File: config.mk
export PLATFORM = sky130hd
export DESIGN_NAME = sct_reduce
export DESIGN_NICKNAME = d
export VERILOG_FILES = /design/src/sv/sct_pkg.sv /design/src/sv/sct_reduce.sv
export SDC_FILE = /design/constraint.sdc
export NUM_CORES = 1
export LEC_CHECK = 0
export CORE_MARGIN = 1.5
export CORE_UTILIZATION = 30
export DETAILED_ROUTE_END_ITERATION = 7
export DONT_BUFFER_PORTS = 1
export HOLD_SLACK_MARGIN = 0.05
export PLACE_DENSITY = 0.43
export SKIP_CTS_REPAIR_TIMING = 1
export SLEW_MARGIN = 20
export SYNTH_ARGS = -nofsm -noshare
export SYNTH_HDL_FRONTEND = slang
export SYNTH_SLANG_ARGS = --single-unit
File: constraint.sdc
create_clock -name clk -period 6.2 [get_ports clk]
set_clock_uncertainty 0.15 [all_clocks]
set_input_delay 1.55 -clock clk [delete_from_list [all_inputs] [get_ports clk]]
set_output_delay 1.55 -clock clk [all_outputs]
set_load 0.02 [all_outputs]
File: src/sv/sct_pkg.sv
// Shared types and constants of the sine/cosine Taylor unit.
package sct_pkg;

	// 256 / (2*pi) rounded up, scaled by 2^-32: estimates the period count of a Q8.24 angle.
	localparam logic signed [7:0] RECIP_TWO_PI = 8'sd41;

	// Angle constants in Q.52.
	localparam logic [54:0] TWO_PI        = 55'h6487ED5110B461;
	localparam logic [54:0] PI            = 55'h3243F6A8885A31;
	localparam logic [54:0] HALF_PI       = 55'h1921FB54442D18;
	localparam logic [54:0] THREE_HALF_PI = 55'h4B65F1FCCC8749;

	// Taylor coefficients in unsigned Q.31.
	localparam logic [31:0] Q31_ONE       = 32'd2147483648;
	localparam logic [31:0] Q31_INV2      = 32'd1073741824;
	localparam logic [31:0] Q31_INV24     = 32'd89478485;
	localparam logic [31:0] Q31_INV720    = 32'd2982616;
	localparam logic [31:0] Q31_INV40320  = 32'd53261;
	localparam logic [31:0] Q31_INV6      = 32'd357913941;
	localparam logic [31:0] Q31_INV120    = 32'd17895697;
	localparam logic [31:0] Q31_INV5040   = 32'd426088;
	localparam logic [31:0] Q31_INV362880 = 32'd5918;

	typedef struct packed {
		logic        valid;
		logic        kind;
		logic        neg;
		logic [31:0] u;
	} red_t;

	typedef struct packed {
		logic        valid;
		logic        neg;
		logic [32:0] h;
	} pol_t;

endpackage

File: src/sv/sct_reduce.sv
// Range reduction: angle modulo 2*pi, quadrant fold and rounding to unsigned Q.31.
module sct_reduce (
	input  logic                clk,
	input  logic                arst_n,
	input  logic                in_valid,
	input  logic                in_kind,
	input  logic signed [31:0]  in_angle,
	output sct_pkg::red_t       red
);

	typedef enum logic [1:0] {QUAD0, QUAD1, QUAD2, QUAD3} quad_t;

	logic                v_s1, v_s2, v_s3, v_s4, v_s5;
	logic                kind_s1, kind_s2, kind_s3, kind_s4, kind_s5;
	logic                neg_s5;
	logic signed [31:0]  angle_s1;
	logic signed [5:0]   q_s1;
	logic signed [56:0]  rp_s2;
	logic [54:0]         r_s3;
	logic [52:0]         f_s4;
	quad_t               quad_s4;
	logic [31:0]         u_s5;

	logic signed [37:0]  prod;
	logic signed [61:0]  x_ext;
	logic signed [61:0]  q_tp;
	logic signed [61:0]  rp;
	logic signed [56:0]  tp_ext;
	logic signed [56:0]  r_fix;
	logic [54:0]         f_full;
	quad_t               quad;
	logic [52:0]         f_rnd;
	logic                neg;

	always_comb begin
		prod   = 38'(in_angle) * 38'(sct_pkg::RECIP_TWO_PI);
		x_ext  = 62'($signed({angle_s1, 28'd0}));
		q_tp   = 62'(q_s1) * 62'($signed({1'b0, sct_pkg::TWO_PI}));
		rp     = x_ext - q_tp;
		tp_ext = 57'($signed({1'b0, sct_pkg::TWO_PI}));
		if (rp_s2 < 0) begin
			r_fix = rp_s2 + tp_ext;
		end else if (rp_s2 >= tp_ext) begin
			r_fix = rp_s2 - tp_ext;
		end else begin
			r_fix = rp_s2;
		end
		if (r_s3 < sct_pkg::HALF_PI) begin
			quad   = QUAD0;
			f_full = r_s3;
		end else if (r_s3 < sct_pkg::PI) begin
			quad   = QUAD1;
			f_full = sct_pkg::PI - r_s3;
		end else if (r_s3 < sct_pkg::THREE_HALF_PI) begin
			quad   = QUAD2;
			f_full = r_s3 - sct_pkg::PI;
		end else begin
			quad   = QUAD3;
			f_full = sct_pkg::TWO_PI - r_s3;
		end
		f_rnd = f_s4 + 53'd1048576;
		case (quad_s4)
			QUAD0:   neg = 1'b0;
			QUAD1:   neg = !kind_s4;
			QUAD2:   neg = 1'b1;
			QUAD3:   neg = kind_s4;
			default: neg = 1'b0;
		endcase
	end

	always_ff @(posedge clk or negedge arst_n) begin
		if (!arst_n) begin
			v_s1 <= 1'b0;
			v_s2 <= 1'b0;
			v_s3 <= 1'b0;
			v_s4 <= 1'b0;
			v_s5 <= 1'b0;
		end else begin
			v_s1 <= in_valid;
			v_s2 <= v_s1;
			v_s3 <= v_s2;
			v_s4 <= v_s3;
			v_s5 <= v_s4;
		end
	end

	always_ff @(posedge clk) begin
		kind_s1  <= in_kind;
		angle_s1 <= in_angle;
		q_s1     <= prod[37:32];
		kind_s2  <= kind_s1;
		rp_s2    <= rp[56:0];
		kind_s3  <= kind_s2;
		r_s3     <= r_fix[54:0];
		kind_s4  <= kind_s3;
		quad_s4  <= quad;
		f_s4     <= f_full[52:0];
		kind_s5  <= kind_s4;
		neg_s5   <= neg;
		u_s5     <= f_rnd[52:21];
	end

	assign red = '{valid: v_s5, kind: kind_s5, neg: neg_s5, u: u_s5};

endmodule

; ---- Word-level counts from Yosys, hierarchy flattened
; Cells that the tools add are included.
[word_totals]
register_bits = 245
wordCells = 47
[classes]
mul = 2
n_addsub = 7
n_reduce_logical = 3
n_lt_le_gt_ge = 5
mux = 8
eq_ne = 3
[op_table]
columns = cell, n
row1 = $mux W53, 3
row2 = $mux W55, 2
row3 = $ge A57 B56 Y1 const B, 1
row4 = $lt A57 B1 Y1 const B, 1
row5 = $mul A6 B56 Y57 const B, 1
row6 = $sub A57 B57 Y57, 1
row7 = $add A55 B54 Y55 const B, 1
row8 = $lt A55 B53 Y1 const B, 1
row9 = $lt A55 B54 Y1 const B, 1
row10 = $lt A55 B55 Y1 const B, 1
row11 = $sub A55 B54 Y55 const B, 1
row12 = $add A53 B21 Y53 const B, 1
row13 = $sub A51 B53 Y53 const A, 1
row14 = $sub A53 B53 Y53 const A, 1
row15 = $sub A53 B53 Y53 const B, 1
row16 = $mul A32 B7 Y38 const B, 1
row17 = $eq A2 B2 Y1 const B, 2
row18 = $pmux W1 S4, 1
row19 = $eq A2 B1 Y1 const B, 1
row20 = $logic_not A2 Y1, 1
row21 = $mux W1, 2
row22 = $reduce_or A2 Y1, 1
row23 = $logic_not A1 Y1, 1

; ---- Logic depth before layout (Yosys ltp)
; Gate-level depths: netlist of run 1.
[logic_depth]
depth_word = 4
ltp_mapped = 20

; ---- Worst setup path before layout of run 1
; OpenSTA, ideal clock, no wires.
[synth_path]
kind = flip-flop to flip-flop
from = register q_s1[0]
to = register rp_s2[51]
stages_incl_launch_ff = 19
arrival_time_ns = 4.874
path_slack_ns = 1.050
setup_time_ns = 0.127
required_ns = 5.923
period_less_slack_ns = 5.150
path_cell_list = dfxtp_1 -> clkbuf_1 -> inv_1 -> fa_1 -> ha_1 -> inv_1 -> fa_1 -> inv_1 -> ha_1 -> clkbuf_1 -> a21o_1 -> a21o_1 -> a21o_1 -> or3_1 -> a211oi_1 -> a21oi_1 -> a21oi_1 -> o21ai_0 -> xor2_1
[synth_via]
elab_chain_len = 2
[synth_rtl]
columns = item, line_no
row1 = start: declaration, sct_reduce.sv:17  ; logic signed [5:0] q_s1;
row2 = start signal: assignment, sct_reduce.sv:90  ; q_s1 <= prod[37:32];
row3 = $mul A6 B56 Y57, sct_reduce.sv:38  ; q_tp = 62'(q_s1) * 62'($signed({1'b0, sct_pkg::TWO_PI}));
row4 = $sub A57 B57 Y57, sct_reduce.sv:39  ; rp = x_ext - q_tp;
row5 = named net rp[51], sct_reduce.sv:27  ; logic signed [61:0] rp;
row6 = end signal: assignment, sct_reduce.sv:92  ; rp_s2 <= rp[56:0];
row7 = end: declaration, sct_reduce.sv:18  ; logic signed [56:0] rp_s2;
; The timed path passes the listed nets, and every way through them passes these cells.
; A chain may end at the register's enable or synchronous reset.

; ---- Worst setup path after layout of run 1
[layout_path]
from = register q_s1[5]
to = register rp_s2[41]
; The elaborated chain is that of the path after synthesis.

==> metrics, run 1 <==
status finished, final reports clean; Synth top area share 0.223; relative slew slack 0.374; wire per inst around 18 um; Sink Count 225; most frequent CP cell inv_1; Die Ht 260 um; Die ar. roughly 67,000 um^2; GP Congestion slightly below 0.9; unique cell type count in the Yosys netlist 88; worst setup path class reg -> reg; pin count of the biggest net entering global routing just over 40; Hold Slack about 0.18 ns; CP top delay family adder cells; global-route wire length before repair slightly above 90,000 um; CTS buffer count 28; Gate Count Post-Synth 2,445; WL met3 ~1900 um; Max clock buf depth 3; GRT overflow 0; number of synthesized flops with an enable pin 0; Final Hold Fails 0; yosys warns 0; routed wl met2 roughly 29,000 um; Setup TNS 0 ns; Inst Count DP about 3,200; global-route usage over all layers 0.170; FMAX ~0.18 GHz; RSZ-0062 raised after global routing no; First-pass DRT Iterations 8; Inserted Diodes 0; Max-Cap Viols 0; CP max stage delay between 0.6 and 0.7 ns; Starting Density 0.305; CP Launch Type flip-flop; worst path required time approximately 6.6 ns; Syn Nets approximately 2,800; number of global-route vias before repair 16,746; TritonCTS clock tree done; input/output buffers 0; Arr. time, crit path around 6 ns; Post-DP Area between 20,000 and 25,000 um^2; period utilization 0.896; Seq/Total Area, Yosys 0.229; non-filler cells, final 3,251; fin nets 2,735; initial antenna violation count 0; CP endpoint kind flip-flop; M1 WL roughly 25,000 um; Top Ports between 70 and 80; Worst Tran Pin Value 0.936 ns; number of DRC markers in iteration 0 about 1,100; Die Wd roughly 260 um; Via Count about 16,000; post-DP HPWL ~47,000 um; top cells by area, synth dfxtp_1 (22%), ha_1 (15%), fa_1 (9.1%); slowest CP cell ha_1; Final Setup Violations 0; DR DRC count 0; # rows 93; ANT nets after route 0; core area 64,800 um^2; vias per cell just over 5; final wirelength ~58,000 um; syn avg cell area between 8 and 9 um^2; share of cells above drive strength 1 0.0371; Async SR Flop Fraction 0.0222; H-tree lvl count 1; #FFs+latches synth around 230; Fill cells slightly below 7,000; crit path cell chain inv_1 > ha_1 > inv_1 > nand2_1 > xnor2_1 > ha_1 > inv_1 > fa_1 > inv_1 > ha_1 > o211ai_1 > a2111o_1 > a21oi_1 > o21ai_0 > buf_4 > o21ai_0 > a211o_1 > nand2_1 > o211ai_1 > xor2_1; HP Class reg -> reg; post-route design area around 21,000 um^2; largest fanout on the critical path 12; fin crit period about 5.6 ns; Area Overhead vs Synth 8.25%; Netlist Area Pre-Place approximately 20,000 um^2; Post-synth top flop dfxtp_1; highest routed layer met4; worst skew pair latency 0.59 ns; Synth area leader dfxtp_1; Worst Path Buf+Inv 5; Clock Pin Slew Worst Setup and Hold Paths approximately 0.060 ns; Root Driver clkbuf_16; Slew Limit Fails 0
## per-layer routing
metal | global-route usage | vias to the layer above
li1 | - | 8191
met1 | 0.210 | 7699
met2 | 0.308 | 418
met3 | 0.0170 | 114
met4 | 0.0568 | 0
met5 | 0 | -
## through the flow
| stage | util | setup slack [ns] |
|---|---|---|
| finish | 0.330 | 0.644 |
| global placement | 0.316 | 0.680 |
| CTS | 0.330 | 0.567 |
| global route | 0.330 | 0.274 |
| detailed placement | 0.316 | 0.587 |
| floorplan | - | 1.05 |
## worst reg2reg max path, stage by stage, from the launching register on
cell and delay [ns]:
dfxtp_1 0.42, inv_1 0.11, ha_1 0.69, inv_1 0.35, nand2_1 0.18, xnor2_1 0.08, ha_1 0.29, inv_1 0.06
fa_1 0.49, inv_1 0.05, ha_1 0.38, o211ai_1 0.13, a2111o_1 0.41, a21oi_1 0.23, o21ai_0 0.14, buf_4 0.18
o21ai_0 0.43, a211o_1 0.24, nand2_1 0.08, o211ai_1 0.23, xor2_1 0.17
## worst paths after layout
check | slack (ns) | start | cells after the start | endpoint
max in group asynchronous | 5.33 | arst_n | 0 | v_s4$_DFF_PN0_
min in group asynchronous | 0.50 | arst_n | 0 | v_s1$_DFF_PN0_
worst min-delay path | 0.18 | kind_s1$_DFF_P_ | 0 | kind_s2$_DFF_P_
worst max-delay path | 0.64 | q_s1[5]$_DFF_P_ | 20 | rp_s2[41]$_DFF_P_
worst max register to register | 0.64 | q_s1[5]$_DFF_P_ | 20 | rp_s2[41]$_DFF_P_
worst min register to register | 0.18 | kind_s1$_DFF_P_ | 0 | kind_s2$_DFF_P_
## cell usage after synthesis (11+ instances only)
| cell type | instances |
|---|---|
| fa_1 | 90 |
| nand2_1 | 164 |
| xnor2_1 | 131 |
| nor4_1 | 20 |
| o22ai_1 | 11 |
| and3_1 | 16 |
| dfxtp_1 | 220 |
| nor2_1 | 141 |
| clkbuf_1 | 95 |
| ha_1 | 231 |
| or3_1 | 16 |
| o211ai_1 | 20 |
| nand2b_1 | 26 |
| a21oi_1 | 161 |
| o21bai_1 | 13 |
| inv_1 | 394 |
| a21o_1 | 41 |
| nand4_1 | 44 |
| nand3_1 | 56 |
| a31oi_1 | 33 |
| nor3_1 | 52 |
| a211oi_1 | 21 |
| nor2b_1 | 14 |
| xor2_1 | 79 |
| o21ai_0 | 111 |
| a22oi_1 | 11 |
## registers in the layout (all words and copies together) (netlist names), 2 cells and up
register  count
u_s5         32
r_s3         55
rp_s2        57
quad_s4       2
f_s4         33
angle_s1     29
q_s1          6
## placed cells by master, fill, tap and decap left out, types with 8 or more instances in the layout
master,instances
nor2b_1,14
inv_1,394
o21ai_1,8
nand2b_1,26
xnor2_1,131
fa_1,90
a221oi_1,8
o22ai_1,11
a21o_1,41
nor4_1,20
o211ai_1,20
or3_1,16
o21bai_1,13
nand4_1,44
clkbuf_16,28
xor2_1,79
o21a_1,10
and2_1,10
and3_1,16
nor2_1,140
nand3_1,56
a22oi_1,11
ha_1,231
a211o_1,10
a31oi_1,33
dfxtp_1,220
and4_1,9
or2_2,10
a211oi_1,21
or4_1,9
buf_4,17
o21ai_0,111
nand2_1,164
nor3_1,52
a21oi_1,161
## cells by family after synthesis
| group | count (synthesis) | synth area share |
|---|---|---|
| buf+inv | 509 | 0.0986 |
| flops | 225 | 0.229 |
| simple gates | 616 | 0.156 |
| xor+xnor | 210 | 0.0931 |
| compound gates | 559 | 0.183 |
| fa+ha+maj | 321 | 0.238 |
| mux | 5 | 0.00260 |
## layout make-up
class / count / area (um^2) / share of cell area
Multi-Input combinational cell: 1711 / 13300 / 0.621
Timing Repair Buffer: 17 / 128 / 0.00597
Tap cell: 855 / 1070 / 0.0500
Clock buffer: 38 / 778 / 0.0364
Clock inverter: 10 / 115 / 0.00538
Inverter: 395 / 1480 / 0.0693
Sequential cell: 225 / 4530 / 0.212
Power of run 1 is not shown: default switching activity piles up to over one toggle a cycle in this logic, so the estimate is an artifact.
==> inputs of run 2 (changes only) <==
- RECOVER_POWER: default -> 100
==> run 2 against run 1 <==
Net effect: the flow now finishes with violations (max-capacitance violations, max-slew violations); final area fell by 0.12%; cell count unchanged; sequential cell count stayed put; via count up 0.12%; worst setup slack worse by 0.085 ns; count of clock-buffer cells in the layout is the same; first-iteration DRC count is 5.1% lower; wire length hardly changed; die area is the same.
==> metrics, run 2 (same netlist as run 1, synthesis figures left out) <==
status complete, but fails checks; failing checks max-capacitance violations, max-slew violations; commonest cells after routing, fill and taps aside inv_1 (395), ha_1 (231), dfxtp_1 (220); Inserted Diodes 0; most common cell after layout, fill and taps aside inv_1; crit path launch q_s1[0]$_DFF_P_; global-route wire length before repair 92,300 um; worst skew pair latency about 0.6 ns; Die Ht between 200 and 300 um; share of cells above drive strength 1 0.0342; Root Driver clkbuf_16; slowest CP cell clkbuf_1; reg2reg setup slack between 0.5 and 0.6 ns; number of global-route vias before repair 16,746; pin count of the biggest net entering global routing 41; FMAX around 0.18 GHz; GRT overflow 0; Die Wd ~260 um; HP Class reg -> reg; Max clock buf depth 3; reg2reg path depth 17; final wirelength approximately 57,000 um; Hold Path Cell Cnt 0; largest fanout on the critical path 22; TritonCTS clock tree done; fin nets roughly 2,700; multi-input logic area ~13,000 um^2; Starting Density 0.305; ANT nets after route 0; HP Start kind_s1$_DFF_P_; crit path cell chain clkbuf_1 > ha_1 > inv_1 > ha_1 > nor2_1 > fa_1 > inv_1 > ha_1 > nand2_1 > nor3_1 > and4_1 > o21ai_0 > a21o_1 > a21oi_1 > a21oi_1 > o21ai_0 > xor2_1; GP Congestion approximately 0.88; Fill cells just under 7,000; most frequent CP cell ha_1; Worst Tran Pin Value between 1.5 and 2 ns; Die ar. approximately 67,000 um^2; Arr. time, crit path roughly 6 ns; register area ~4500 um^2; Via Count approximately 16,000; # rows 93; fin crit period 5.64 ns; end of the worst hold path kind_s2$_DFF_P_; core area 64,800 um^2; worst setup path class reg -> reg; Slew Limit Fails 23; CP max stage delay 1.27 ns; Setup TNS 0 ns; CP endpoint kind flip-flop; worst path required time ~6.5 ns; CTS buffer count 28; Clock Pin Slew Worst Setup and Hold Paths around 0.06 ns; Area Overhead vs Synth 8.11%; initial antenna violation count 0; Reg-to-Reg Start q_s1[0]$_DFF_P_; relative slew slack -0.173; RSZ-0062 raised after global routing no; Max-Cap Viols 1; CP Launch Type flip-flop; Sink Count ~230; period utilization 0.910; wire per inst between 15 and 20 um; Final Setup Violations 0; Top Ports between 70 and 80; input/output buffers 0; Largest register FFs 57; worst flop-to-flop path endpoint rp_s2[55]$_DFF_P_; number of DRC markers in iteration 0 around 1,100; vias per cell between 5 and 6; Final Hold Fails 0; First-pass DRT Iterations 6; Reg with most FFs rp_s2; DR DRC count 0; Largest regs rp_s2: 57 flops, r_s3: 55 flops, f_s4: 33 flops; post-DP HPWL 46,900 um; global-route usage over all layers 0.170; H-tree lvl count 1
==> run 2: cell count changes in the layout (fill, tap and decap cells not counted), sizes merged <==
| cell | delta |
|---|---|
| buf | -4 |
| clkbuf | +4 |
==> run 2: layout make-up <==
| type | instances | share of cell area |
|---|---|---|
| multi-input combinational | 1711 | 0.621 |
| sequential | 225 | 0.212 |
| inverter | 395 | 0.0694 |
| tap | 855 | 0.0501 |
| clock buffer | 38 | 0.0364 |
| clock inverter | 10 | 0.00539 |
| timing repair buffer | 17 | 0.00527 |
==> run 2: through the flow <==
stage / util / area, um^2 / setup WS (ns) / hold slack (ns) / cells
after floorplan: - / 19800 / 1.05 / 0.160 / 2445
after global placement: 0.316 / 20500 / 0.680 / 0.166 / 3203
after detailed placement: 0.316 / 20500 / 0.587 / 0.164 / 3203
after CTS: 0.330 / 21400 / 0.567 / 0.178 / 3251
after global routing: 0.330 / 21400 / 0.169 / 0.189 / 3251
final: 0.330 / 21400 / 0.559 / 0.175 / 3251
==> run 2: critical path, delay by kind of cell (launching register included) <==
family          cells  cell delay (ns)
fa+ha+maj           4             1.52
buf+inv             3             1.38
compound gates      5             1.22
simple gates        4             0.78
flops               1             0.33
xor+xnor            1             0.17
==> run 2: metal layers <==
| layer | share of wire | vias to the layer above | GRT usage |
|---|---|---|---|
| met2 | 0.50 | 422 | 0.308 |
| met3 | 0.031 | 107 | 0.0170 |
| met4 | 0.034 | 0 | 0.0568 |
| met1 | 0.44 | 7724 | 0.210 |
| met5 | 0 | - | 0 |
| li1 | - | 8188 | - |
==> run 2: worst max-delay path by stage <==
| stage | to | slack (ns) | cells past startpoint |
|---|---|---|---|
| floorplan | rp_s2[51]$_DFF_P_ | 1.05 | 18 |
| global placement | rp_s2[41]$_DFF_P_ | 0.68 | 20 |
| detailed placement | rp_s2[41]$_DFF_P_ | 0.59 | 20 |
| CTS | rp_s2[41]$_DFF_P_ | 0.57 | 20 |
| global route | rp_s2[51]$_DFF_P_ | 0.17 | 17 |
| finish | rp_s2[55]$_DFF_P_ | 0.56 | 17 |
Power of run 2 is left out for the same reason.
